## src/hdl/sha256_pkg.sv

```systemverilog
// ----------------------------------------------------------------------------
// sha256_pkg
// Shared types, constants and round functions of the SHA-256 hash engine.
// ----------------------------------------------------------------------------
package sha256_pkg;

  // Sequencer states
  typedef enum logic [2:0] {
    S_IDLE,     // taking message bytes
    S_PAD80,    // append the 0x80 marker byte
    S_PADZ,     // zero fill up to byte 56 of a block
    S_PADLEN,   // append the 64-bit bit length
    S_SCHED,    // compute next schedule word
    S_ROUND,    // one compression round
    S_FOLD,     // add working words into the chaining value
    S_OUT       // deliver the eight digest words
  } sha_state_t;

  typedef logic [31:0] word_t;

  localparam int unsigned NUM_ROUNDS  = 64;
  localparam int unsigned NUM_WORDS   = 8;
  localparam int unsigned WINDOW_LEN  = 16;

  localparam logic [5:0] LAST_BYTE_POS = 6'd63;
  localparam logic [5:0] LEN_BYTE_POS  = 6'd56;
  localparam logic [5:0] LAST_ROUND    = 6'd63;
  localparam logic [5:0] SCHED_START   = 6'd16;
  localparam logic [2:0] LAST_WORD_IDX = 3'd7;

  localparam logic [7:0] PAD_MARK = 8'h80;
  localparam logic [7:0] PAD_ZERO = 8'h00;

  localparam word_t ROUND_K [NUM_ROUNDS] = '{
    32'h428a2f98, 32'h71374491, 32'hb5c0fbcf, 32'he9b5dba5,
    32'h3956c25b, 32'h59f111f1, 32'h923f82a4, 32'hab1c5ed5,
    32'hd807aa98, 32'h12835b01, 32'h243185be, 32'h550c7dc3,
    32'h72be5d74, 32'h80deb1fe, 32'h9bdc06a7, 32'hc19bf174,
    32'he49b69c1, 32'hefbe4786, 32'h0fc19dc6, 32'h240ca1cc,
    32'h2de92c6f, 32'h4a7484aa, 32'h5cb0a9dc, 32'h76f988da,
    32'h983e5152, 32'ha831c66d, 32'hb00327c8, 32'hbf597fc7,
    32'hc6e00bf3, 32'hd5a79147, 32'h06ca6351, 32'h14292967,
    32'h27b70a85, 32'h2e1b2138, 32'h4d2c6dfc, 32'h53380d13,
    32'h650a7354, 32'h766a0abb, 32'h81c2c92e, 32'h92722c85,
    32'ha2bfe8a1, 32'ha81a664b, 32'hc24b8b70, 32'hc76c51a3,
    32'hd192e819, 32'hd6990624, 32'hf40e3585, 32'h106aa070,
    32'h19a4c116, 32'h1e376c08, 32'h2748774c, 32'h34b0bcb5,
    32'h391c0cb3, 32'h4ed8aa4a, 32'h5b9cca4f, 32'h682e6ff3,
    32'h748f82ee, 32'h78a5636f, 32'h84c87814, 32'h8cc70208,
    32'h90befffa, 32'ha4506ceb, 32'hbef9a3f7, 32'hc67178f2
  };

  localparam word_t INIT_HASH [NUM_WORDS] = '{
    32'h6a09e667, 32'hbb67ae85, 32'h3c6ef372, 32'ha54ff53a,
    32'h510e527f, 32'h9b05688c, 32'h1f83d9ab, 32'h5be0cd19
  };

  // Rotate right by a constant amount in 1..31
  function automatic word_t ror(input word_t x, input int unsigned s);
    return (x >> s) | (x << (32 - s));
  endfunction

  function automatic word_t big_sigma0(input word_t x);
    return ror(x, 2) ^ ror(x, 13) ^ ror(x, 22);
  endfunction

  function automatic word_t big_sigma1(input word_t x);
    return ror(x, 6) ^ ror(x, 11) ^ ror(x, 25);
  endfunction

  function automatic word_t small_sigma0(input word_t x);
    return ror(x, 7) ^ ror(x, 18) ^ (x >> 3);
  endfunction

  function automatic word_t small_sigma1(input word_t x);
    return ror(x, 17) ^ ror(x, 19) ^ (x >> 10);
  endfunction

endpackage

```

## src/hdl/sha256_in_if.sv

```systemverilog
// ----------------------------------------------------------------------------
// sha256_in_if
// Message byte channel: one byte request per handshake plus end marker.
// ----------------------------------------------------------------------------
interface sha256_in_if;
  logic       valid;
  logic       ready;
  logic [7:0] message_byte;
  logic       byte_present;
  logic       end_of_message;

  modport source (output valid, output message_byte, output byte_present,
                  output end_of_message, input ready);
  modport sink   (input valid, input message_byte, input byte_present,
                  input end_of_message, output ready);
endinterface

```

## src/hdl/sha256_out_if.sv

```systemverilog
// ----------------------------------------------------------------------------
// sha256_out_if
// Digest channel: one 32-bit digest word request per handshake.
// ----------------------------------------------------------------------------
interface sha256_out_if;
  logic        valid;
  logic        ready;
  logic [31:0] digest_word;
  logic [2:0]  word_index;
  logic        last_word;

  modport source (output valid, output digest_word, output word_index,
                  output last_word, input ready);
  modport sink   (input valid, input digest_word, input word_index,
                  input last_word, output ready);
endinterface

```

## src/hdl/sha256_hash.sv

```systemverilog
// ----------------------------------------------------------------------------
// sha256_hash
// SHA-256 digest of a byte stream, with a schedule step before each round on one round unit.
// ----------------------------------------------------------------------------
// Usage:
//   msg    : byte requests. byte_present marks a data byte; end_of_message
//            closes the message (with or without a byte on that request).
//   digest : eight 32-bit words, word_index 0 (most significant) first,
//            last_word set on the eighth.
// Throughput: msg.ready is high while collecting bytes, one byte per cycle.
//   Each completed 64-byte block stalls the input for 64 rounds, each a
//   schedule word step and then the round on the shared adder chain, and
//   for the fold into the chaining value.
// After the end request: padding is written one byte per cycle, pausing
//   before the length bytes and while a filled block is compressed (one or
//   two block compressions in all), then the eight words are offered. The
//   input stays stalled until the last word is taken.
// Receiver stall: digest words are held in the chaining registers and
//   simply wait; nothing is lost.
// Reset: synchronous rst returns the chaining value to the initial hash,
//   clears the length and fill position; the block is ready next cycle.
// ----------------------------------------------------------------------------
module sha256_hash
  import sha256_pkg::*;
(
  input  logic          clk,
  input  logic          rst,
  sha256_in_if.sink     msg,
  sha256_out_if.source  digest
);

  // Sequencer and datapath registers
  sha_state_t  state, state_next;
  sha_state_t  ret_state, ret_next;
  logic [5:0]  pos;          // fill position in the current block
  logic [60:0] len_bytes;    // message bytes taken, wraps
  logic [23:0] word_acc;     // last three bytes of the word being assembled
  logic [5:0]  rnd;
  logic [2:0]  out_idx;
  word_t       chain  [NUM_WORDS];
  word_t       rw     [NUM_WORDS];
  word_t       window [WINDOW_LEN];
  word_t       w_reg;

  // Control outputs of the sequencer
  logic        push_en;
  logic [7:0]  push_byte;
  logic        in_take;
  logic        out_take;

  logic [63:0] msg_bits;
  logic [2:0]  len_sel;
  logic        block_full;

  assign msg_bits   = {len_bytes, 3'b000};
  assign len_sel    = 3'd7 - pos[2:0];
  assign block_full = (pos == LAST_BYTE_POS);
  assign in_take    = msg.valid && msg.ready;
  assign out_take   = digest.valid && digest.ready;

  // Next state
  always_comb begin
    state_next = state;
    ret_next   = ret_state;
    unique case (state)
      S_IDLE: begin
        if (in_take) begin
          ret_next = msg.end_of_message ? S_PAD80 : S_IDLE;
          if (msg.byte_present && block_full) begin
            state_next = S_SCHED;
          end else begin
            state_next = ret_next;
          end
        end
      end
      S_PAD80: begin
        ret_next   = S_PADZ;
        state_next = block_full ? S_SCHED : S_PADZ;
      end
      S_PADZ: begin
        ret_next = S_PADZ;
        if (pos == LEN_BYTE_POS) begin
          state_next = S_PADLEN;
        end else if (block_full) begin
          state_next = S_SCHED;
        end
      end
      S_PADLEN: begin
        ret_next = S_OUT;
        if (block_full) begin
          state_next = S_SCHED;
        end
      end
      S_SCHED: state_next = S_ROUND;
      S_ROUND: state_next = (rnd == LAST_ROUND) ? S_FOLD : S_SCHED;
      S_FOLD:  state_next = ret_state;
      S_OUT: begin
        if (out_take && out_idx == LAST_WORD_IDX) begin
          state_next = S_IDLE;
        end
      end
      default: state_next = S_IDLE;
    endcase
  end

  // Sequencer outputs
  always_comb begin
    push_en      = 1'b0;
    push_byte    = msg.message_byte;
    msg.ready    = 1'b0;
    digest.valid = 1'b0;
    unique case (state)
      S_IDLE: begin
        msg.ready = 1'b1;
        push_en   = msg.valid && msg.byte_present;
      end
      S_PAD80: begin
        push_en   = 1'b1;
        push_byte = PAD_MARK;
      end
      S_PADZ: begin
        push_en   = (pos != LEN_BYTE_POS);
        push_byte = PAD_ZERO;
      end
      S_PADLEN: begin
        push_en   = 1'b1;
        push_byte = msg_bits[{len_sel, 3'b000} +: 8];
      end
      S_OUT:   digest.valid = 1'b1;
      default: ;
    endcase
  end

  assign digest.digest_word = chain[out_idx];
  assign digest.word_index  = out_idx;
  assign digest.last_word   = (out_idx == LAST_WORD_IDX);

  // Schedule word from the rolling window taps
  word_t w_calc;
  always_comb begin
    if (rnd < SCHED_START) begin
      w_calc = window[0];
    end else begin
      w_calc = window[0] + small_sigma0(window[1]) + window[9]
             + small_sigma1(window[14]);
    end
  end

  // Round function on the working words
  word_t t1, t2;
  always_comb begin
    t1 = rw[7] + big_sigma1(rw[4]) + ((rw[4] & rw[5]) ^ (~rw[4] & rw[6]))
       + ROUND_K[rnd] + w_reg;
    t2 = big_sigma0(rw[0])
       + ((rw[0] & rw[1]) ^ (rw[0] & rw[2]) ^ (rw[1] & rw[2]));
  end

  // Control registers
  always_ff @(posedge clk) begin
    if (rst) begin
      state     <= S_IDLE;
      ret_state <= S_IDLE;
      pos       <= '0;
      len_bytes <= '0;
      rnd       <= '0;
      out_idx   <= '0;
    end else begin
      state     <= state_next;
      ret_state <= ret_next;
      if (push_en) begin
        pos <= pos + 6'd1;
      end
      if (in_take && msg.byte_present) begin
        len_bytes <= len_bytes + 61'd1;
      end
      if (state == S_ROUND) begin
        rnd <= rnd + 6'd1;
      end
      if (out_take) begin
        out_idx <= out_idx + 3'd1;
        if (out_idx == LAST_WORD_IDX) begin
          pos       <= '0;
          len_bytes <= '0;
        end
      end
    end
  end

  // Chaining value: initial hash at reset and after each digest
  always_ff @(posedge clk) begin
    if (rst || (out_take && out_idx == LAST_WORD_IDX)) begin
      for (int i = 0; i < NUM_WORDS; i++) begin
        chain[i] <= INIT_HASH[i];
      end
    end else if (state == S_FOLD) begin
      for (int i = 0; i < NUM_WORDS; i++) begin
        chain[i] <= chain[i] + rw[i];
      end
    end
  end

  // Byte assembly, schedule window and working words
  always_ff @(posedge clk) begin
    if (push_en) begin
      word_acc <= {word_acc[15:0], push_byte};
      if (pos[1:0] == 2'd3) begin
        for (int i = 0; i < WINDOW_LEN - 1; i++) begin
          window[i] <= window[i + 1];
        end
        window[WINDOW_LEN - 1] <= {word_acc, push_byte};
      end
      // Block complete: load working words for the compression
      if (block_full) begin
        for (int i = 0; i < NUM_WORDS; i++) begin
          rw[i] <= chain[i];
        end
      end
    end
    if (state == S_SCHED) begin
      w_reg <= w_calc;
      for (int i = 0; i < WINDOW_LEN - 1; i++) begin
        window[i] <= window[i + 1];
      end
      window[WINDOW_LEN - 1] <= w_calc;
    end
    if (state == S_ROUND) begin
      rw[7] <= rw[6];
      rw[6] <= rw[5];
      rw[5] <= rw[4];
      rw[4] <= rw[3] + t1;
      rw[3] <= rw[2];
      rw[2] <= rw[1];
      rw[1] <= rw[0];
      rw[0] <= t1 + t2;
    end
  end

endmodule

```

## src/flat_wrapper.sv

```systemverilog
// flat-port wrapper written by rule: the top's interface ports become plain ports
module sha256_hash_flat import sha256_pkg::*;
  (clk, rst, msg_valid, msg_message_byte, msg_byte_present, msg_end_of_message, msg_ready, digest_valid, digest_digest_word, digest_word_index, digest_last_word, digest_ready);
  sha256_in_if msg_i ();
  sha256_out_if digest_i ();
  input  logic clk;
  input  logic rst;
  input wire logic [$bits(msg_i.valid)-1:0] msg_valid;
  input wire logic [$bits(msg_i.message_byte)-1:0] msg_message_byte;
  input wire logic [$bits(msg_i.byte_present)-1:0] msg_byte_present;
  input wire logic [$bits(msg_i.end_of_message)-1:0] msg_end_of_message;
  output wire logic [$bits(msg_i.ready)-1:0] msg_ready;
  output wire logic [$bits(digest_i.valid)-1:0] digest_valid;
  output wire logic [$bits(digest_i.digest_word)-1:0] digest_digest_word;
  output wire logic [$bits(digest_i.word_index)-1:0] digest_word_index;
  output wire logic [$bits(digest_i.last_word)-1:0] digest_last_word;
  input wire logic [$bits(digest_i.ready)-1:0] digest_ready;
  assign msg_i.valid = msg_valid;
  assign msg_i.message_byte = msg_message_byte;
  assign msg_i.byte_present = msg_byte_present;
  assign msg_i.end_of_message = msg_end_of_message;
  assign msg_ready = msg_i.ready;
  assign digest_valid = digest_i.valid;
  assign digest_digest_word = digest_i.digest_word;
  assign digest_word_index = digest_i.word_index;
  assign digest_last_word = digest_i.last_word;
  assign digest_i.ready = digest_ready;
  sha256_hash u_core (.clk(clk), .rst(rst), .msg(msg_i), .digest(digest_i));
endmodule
```

## config.mk

```make
export PLATFORM = sky130hd
export DESIGN_NAME = sha256_hash_flat
export DESIGN_NICKNAME = d
export VERILOG_FILES = /design/src/hdl/sha256_pkg.sv /design/src/hdl/sha256_in_if.sv /design/src/hdl/sha256_out_if.sv /design/src/hdl/sha256_hash.sv /design/src/flat_wrapper.sv
export SDC_FILE = /design/constraint.sdc
export NUM_CORES = 2
export LEC_CHECK = 0
export BUFFER_PORTS_ARGS = -buffer_cell sky130_fd_sc_hd__buf_4
export CORE_MARGIN = 2
export CORE_UTILIZATION = 50
export DETAILED_ROUTE_END_ITERATION = 6
export MAX_ROUTING_LAYER = met4
export PLACE_DENSITY = 0.65
export SYNTH_ARGS = -nofsm -noshare
export SYNTH_HDL_FRONTEND = slang
export SYNTH_SLANG_ARGS = --single-unit
```

## constraint.sdc

```tcl
create_clock -name clk -period 20.5 [get_ports clk]
set_clock_uncertainty 0.2 [all_clocks]
set_input_delay 4.1 -clock clk [delete_from_list [all_inputs] [get_ports clk]]
set_output_delay 4.1 -clock clk [all_outputs]
set_load 0.01 [all_outputs]
```

; ---- Word-level counts from Yosys, hierarchy flattened
; Memory sizes are Yosys's and may differ from the RTL's. A register that Yosys moved wholly into a read port is not among the register bits.
; Index checks and enable logic that the tools add are counted.
[word_totals]
register_bits = 138
ramBits = 1024
romBits = 2048
in_bits = 14
out_inout_bits = 38
elab_cells = 199
mem_count = 4
[op_classes]
addsub = 23
order_cmp = 2
n_eq_ne = 15
shift = 1
n_mux = 73
bitwise_logic = 60
reduce_logical = 13
[mem_list]
columns = memory, depth, width, read_ports, rd_ports_with_merged_regs, write_ports, line_no
row1 = (name not given), 64, 32, 1, 0, 0, sha256_hash.sv:153  ; + ROUND_K[rnd] + w_reg;
row2 = u_core.window, 16, 32, 16, 0, 16, sha256_hash.sv:42  ; word_t window [WINDOW_LEN];
row3 = u_core.chain, 8, 32, 9, 1, 8, sha256_hash.sv:40  ; word_t chain [NUM_WORDS];
row4 = u_core.rw, 8, 32, 8, 0, 8, sha256_hash.sv:41  ; word_t rw [NUM_WORDS];
[ops]
columns = op, n
row1 = $mux 32, 35
row2 = $add 32x32->32, 18
row3 = $xor 32x32->32, 9
row4 = $mux 61, 3
row5 = $and 32x32->32, 5
row6 = $shiftx 64x7->8, 1
row7 = $add 61x1->61 const B, 1
row8 = $not 32->32, 1
row9 = $or 1x1->1, 32
row10 = $or 10x32->32, 1
row11 = $or 13x32->32, 1
row12 = $or 14x32->32, 1
row13 = $or 15x32->32, 1
row14 = $or 19x32->32, 1
row15 = $or 21x32->32, 1
row16 = $or 25x32->32, 1
row17 = $or 26x32->32, 1
row18 = $or 30x32->32, 1
row19 = $or 7x32->32, 1
row20 = $xor 32x22->32, 1
row21 = $xor 32x29->32, 1
row22 = $mux 3, 9
row23 = $pmux 3 s8, 1
row24 = $pmux 8 s3, 1
row25 = 24 further kinds, 59

; ---- Longest topological paths before layout
; An unclocked memory read counts as a cell.
[depth]
depth_word = 10
mapped_depth = 40

; ---- Least setup slack after synthesis
; OpenSTA, ideal clock, no wires.
[synth_path]
path_kind = input to register
startpoint = in msg_valid
endpoint = mem u_core.window[0][0] (netlist name) (enable)
setup_time_ns = 0.957
t_arrival_ns = 18.087
path_slack_ns = 1.256
path_stages = 5
path_cell_list = nand3_1 a21oi_1 nand2_1 clkbuf_1 nand2b_1
[synth_lines]
columns = element, line_no
row1 = start: declaration, flat_wrapper.sv:8  ; input wire logic [$bits(msg_i.valid)-1:0] msg_valid;
row2 = end: declaration, sha256_hash.sv:42

==> qor.yml <==
run_status:
  status: "completed"
cts:
  root_buffer: "clkbuf_16"
  cts.clk_slew.worst_paths_ns: 0.06
  cts.hold.buffers_added: 0
  max-clock-path-buffers: 3
  cts_max_level: 4
  cts_buffers: 132
  cts.repair.resized: 0
  post-cts-setup-buffers: 0
  cts_tree: "built"
  cts.sinks: 1165
  clk_latency_ns: 0.81
setup_path:
  worstPathArrival_ns: 10.52
  crit_path_start_kind: "register"
  cpPeakStageDelay_ns: 0.75
  crit_cells: 36
  worstPathRequired_ns: 20.80
  worstSetupPathType: "register to register"
  crit_family: "adder cells"
  endpoint: "u_core.rw[0][31]"
  r2r_cells: 36
  worstPathMaxFanout: 15
  path_buf_inv: 6
  slowest_stage: "ha_1"
  r2r_slack_ns: 10.28
  crit_path_end_kind: "register"
  reg2reg_to: "u_core.rw[0][31]"
  cp_common_cell: "inv_1"
  crit_start: "u_core.rnd[0]"
  rr_startpoint: "u_core.rnd[0]"
drt:
  drt-total-wl_um: 212100
  vias: 50242
  ant_nets: 0
  wl_per_cell_um: 25.31
  drt_iter0_markers: 5245
  vias_per_cell: 5.993
  firstDrtPassIters: 6
  drc: 0
layout:
  seq_area_sq_um: 34150
  reg_top3: "u_core.window (512), u_core.chain (256), u_core.rw (256)"
  n_fill_cell: 12079
  final_common_cell: "edfxtp_1"
  multi_input_area_sq_um: 34430
  top_register: "u_core.window"
  largest_reg_flops: 512
  final_cell_mix: "edfxtp_1, nand2_1, nor2_1"
  drive_above_1_share: 0.07947
  layout.nets: 7012
  synthToLayoutAreaGrowth_pct: 9.639
floorplanning:
  num_rows: 137
  io_pins: 52
  die_h_um: 379.7
  fp.coreArea_sq_um: 139900
  start_util: 0.5046
  die_area_sq_um: 144200
  die_x_um: 379.7
synthesis:
  synthesis.area_per_instance_sq_um: 10.99
  yosys_warnings: 0
  synth_fp_nets: 7029
  ys_types: 102
  synthFlopType: "edfxtp_1"
  synthArstFlopShare: 0
  ys_seq_area_frac: 0.4836
  syn_area_sq_um: 70580
  synth_edf_count: 1080
  synth-seq-cells: 1165
  synthCells: 6424
global_routing:
  grt_use_total: 0.2996
  antenna_found_initial: 4
  gr-total-overflow: 0
  grt_pass1_vias: 47982
  grt_pass1_wl_um: 314600
  grt_max_degree: 181
sta:
  relSlewSlack: 0.1958
  fmax_mhz: 97.88
  whs_ns: 0.1891
  setup_viol: 0
  post-route-min-period_ns: 10.22
  worst_pin_slew_ns: 1.196
  setup_slack_ns: 10.28
  maxSlewViolCount: 0
  period_share: 0.4984
  fin_setup_tns_ns: 0
  hold_viol: 0
  rsz0062_at_grt: "false"
hold_path:
  hp-class: "register to register"
placement:
  port_buffers: 51
  gp_congestion: 1.007
  hpwl_um: 157600
  place_ws_ns: 10.45
pwr:
  p_leak_nw: 29.63
  power_density_nw_per_um2: 71.77
  irDropWorstVdd_uv: 74.60
run:
  cap_violations: 0
==> worst min-delay path by stage <==
| stage | end | slack (ns) | from | cells past startpoint |
|---|---|---|---|---|
| 2_1_floorplan | u_core.window[0][100] | 0.20 | u_core.window[0][132] | 0 |
| 3_3_place_gp | u_core.window[0][127] | 0.20 | u_core.window[0][159] | 0 |
| 3_5_place_dp | u_core.window[0][101] | 0.20 | u_core.window[0][133] | 0 |
| 4_1_cts | u_core.window[0][95] | 0.19 | u_core.window[0][127] | 0 |
| 5_1_grt | u_core.window[0][95] | 0.20 | u_core.window[0][127] | 0 |
| 6_report | u_core.window[0][95] | 0.19 | u_core.window[0][127] | 0 |
==> routing by layer <==
metal,track usage,share of wire
met4,0.09303,0.031
met2,0.4411,0.44
met3,0.05011,0.081
met1,0.4250,0.44
met5,-,0
==> cells by family after synthesis <==
logic type | synth area share
compound gates | 0.1179
xor+xnor | 0.07825
fa+ha+maj | 0.1289
buf+inv | 0.02977
flops | 0.4836
mux | 0.03888
simple gates | 0.1226
==> cell usage after synthesis (all sizes together) (34+ instances only) <==
library cell  number  area (sq um)
fa               195          3904
edfxtp          1080         32430
o21bai            34         255.2
a21oi            348          1749
o21a              67         503.0
nand3            109         545.5
nand2b            66         415.4
inv              282          1059
nand2           1025          3847
o211ai            36         270.3
dfxtp             85          1702
a211oi            49         382.9
nor2b             51         319.1
nor3              85         441.7
nor2             429          1620
mux2              62         701.9
xor2             239          2093
o21ai            340          1705
ha               396          4955
mux4              76          1712
and3              46         287.8
a21o             164          1231
a31oi             61         387.9
buf               43         175.2
nand4             37         246.5
clkbuf           230         863.3
xnor2            389          3407
==> report_power, final <==
group / switching (mW) / total (mW) / internal, mW
Combinational: 0.255 / 0.424 / 0.169
Sequential: 0.0439 / 2.69 / 2.65
Clock: 1.04 / 2.44 / 1.40
==> per-stage QoR <==
stage               total power, mW  utilization  cell area [sq um]  instances
finish                        5.553       0.5532              77380       8383
detailed placement            3.154       0.5213              72920       8149
global route                  5.737       0.5532              77380       8383
CTS                           5.592       0.5532              77380       8382
global placement              3.147       0.5213              72920       8149
floorplan                     3.057            -              70580       6424
==> area by class of cell <==
| type | instances | area share |
|---|---|---|
| flip-flops and latches | 1165 | 0.4413 |
| repair buffers | 122 | 0.01200 |
| multi-input cells | 4703 | 0.4450 |
| well taps | 1876 | 0.03033 |
| inverters | 283 | 0.01373 |
| clock buffers | 156 | 0.04429 |
| diodes | 1 | 0.00003234 |
| clock inverters | 77 | 0.01329 |
No activity file was read; power rests on OpenSTA's default activity.
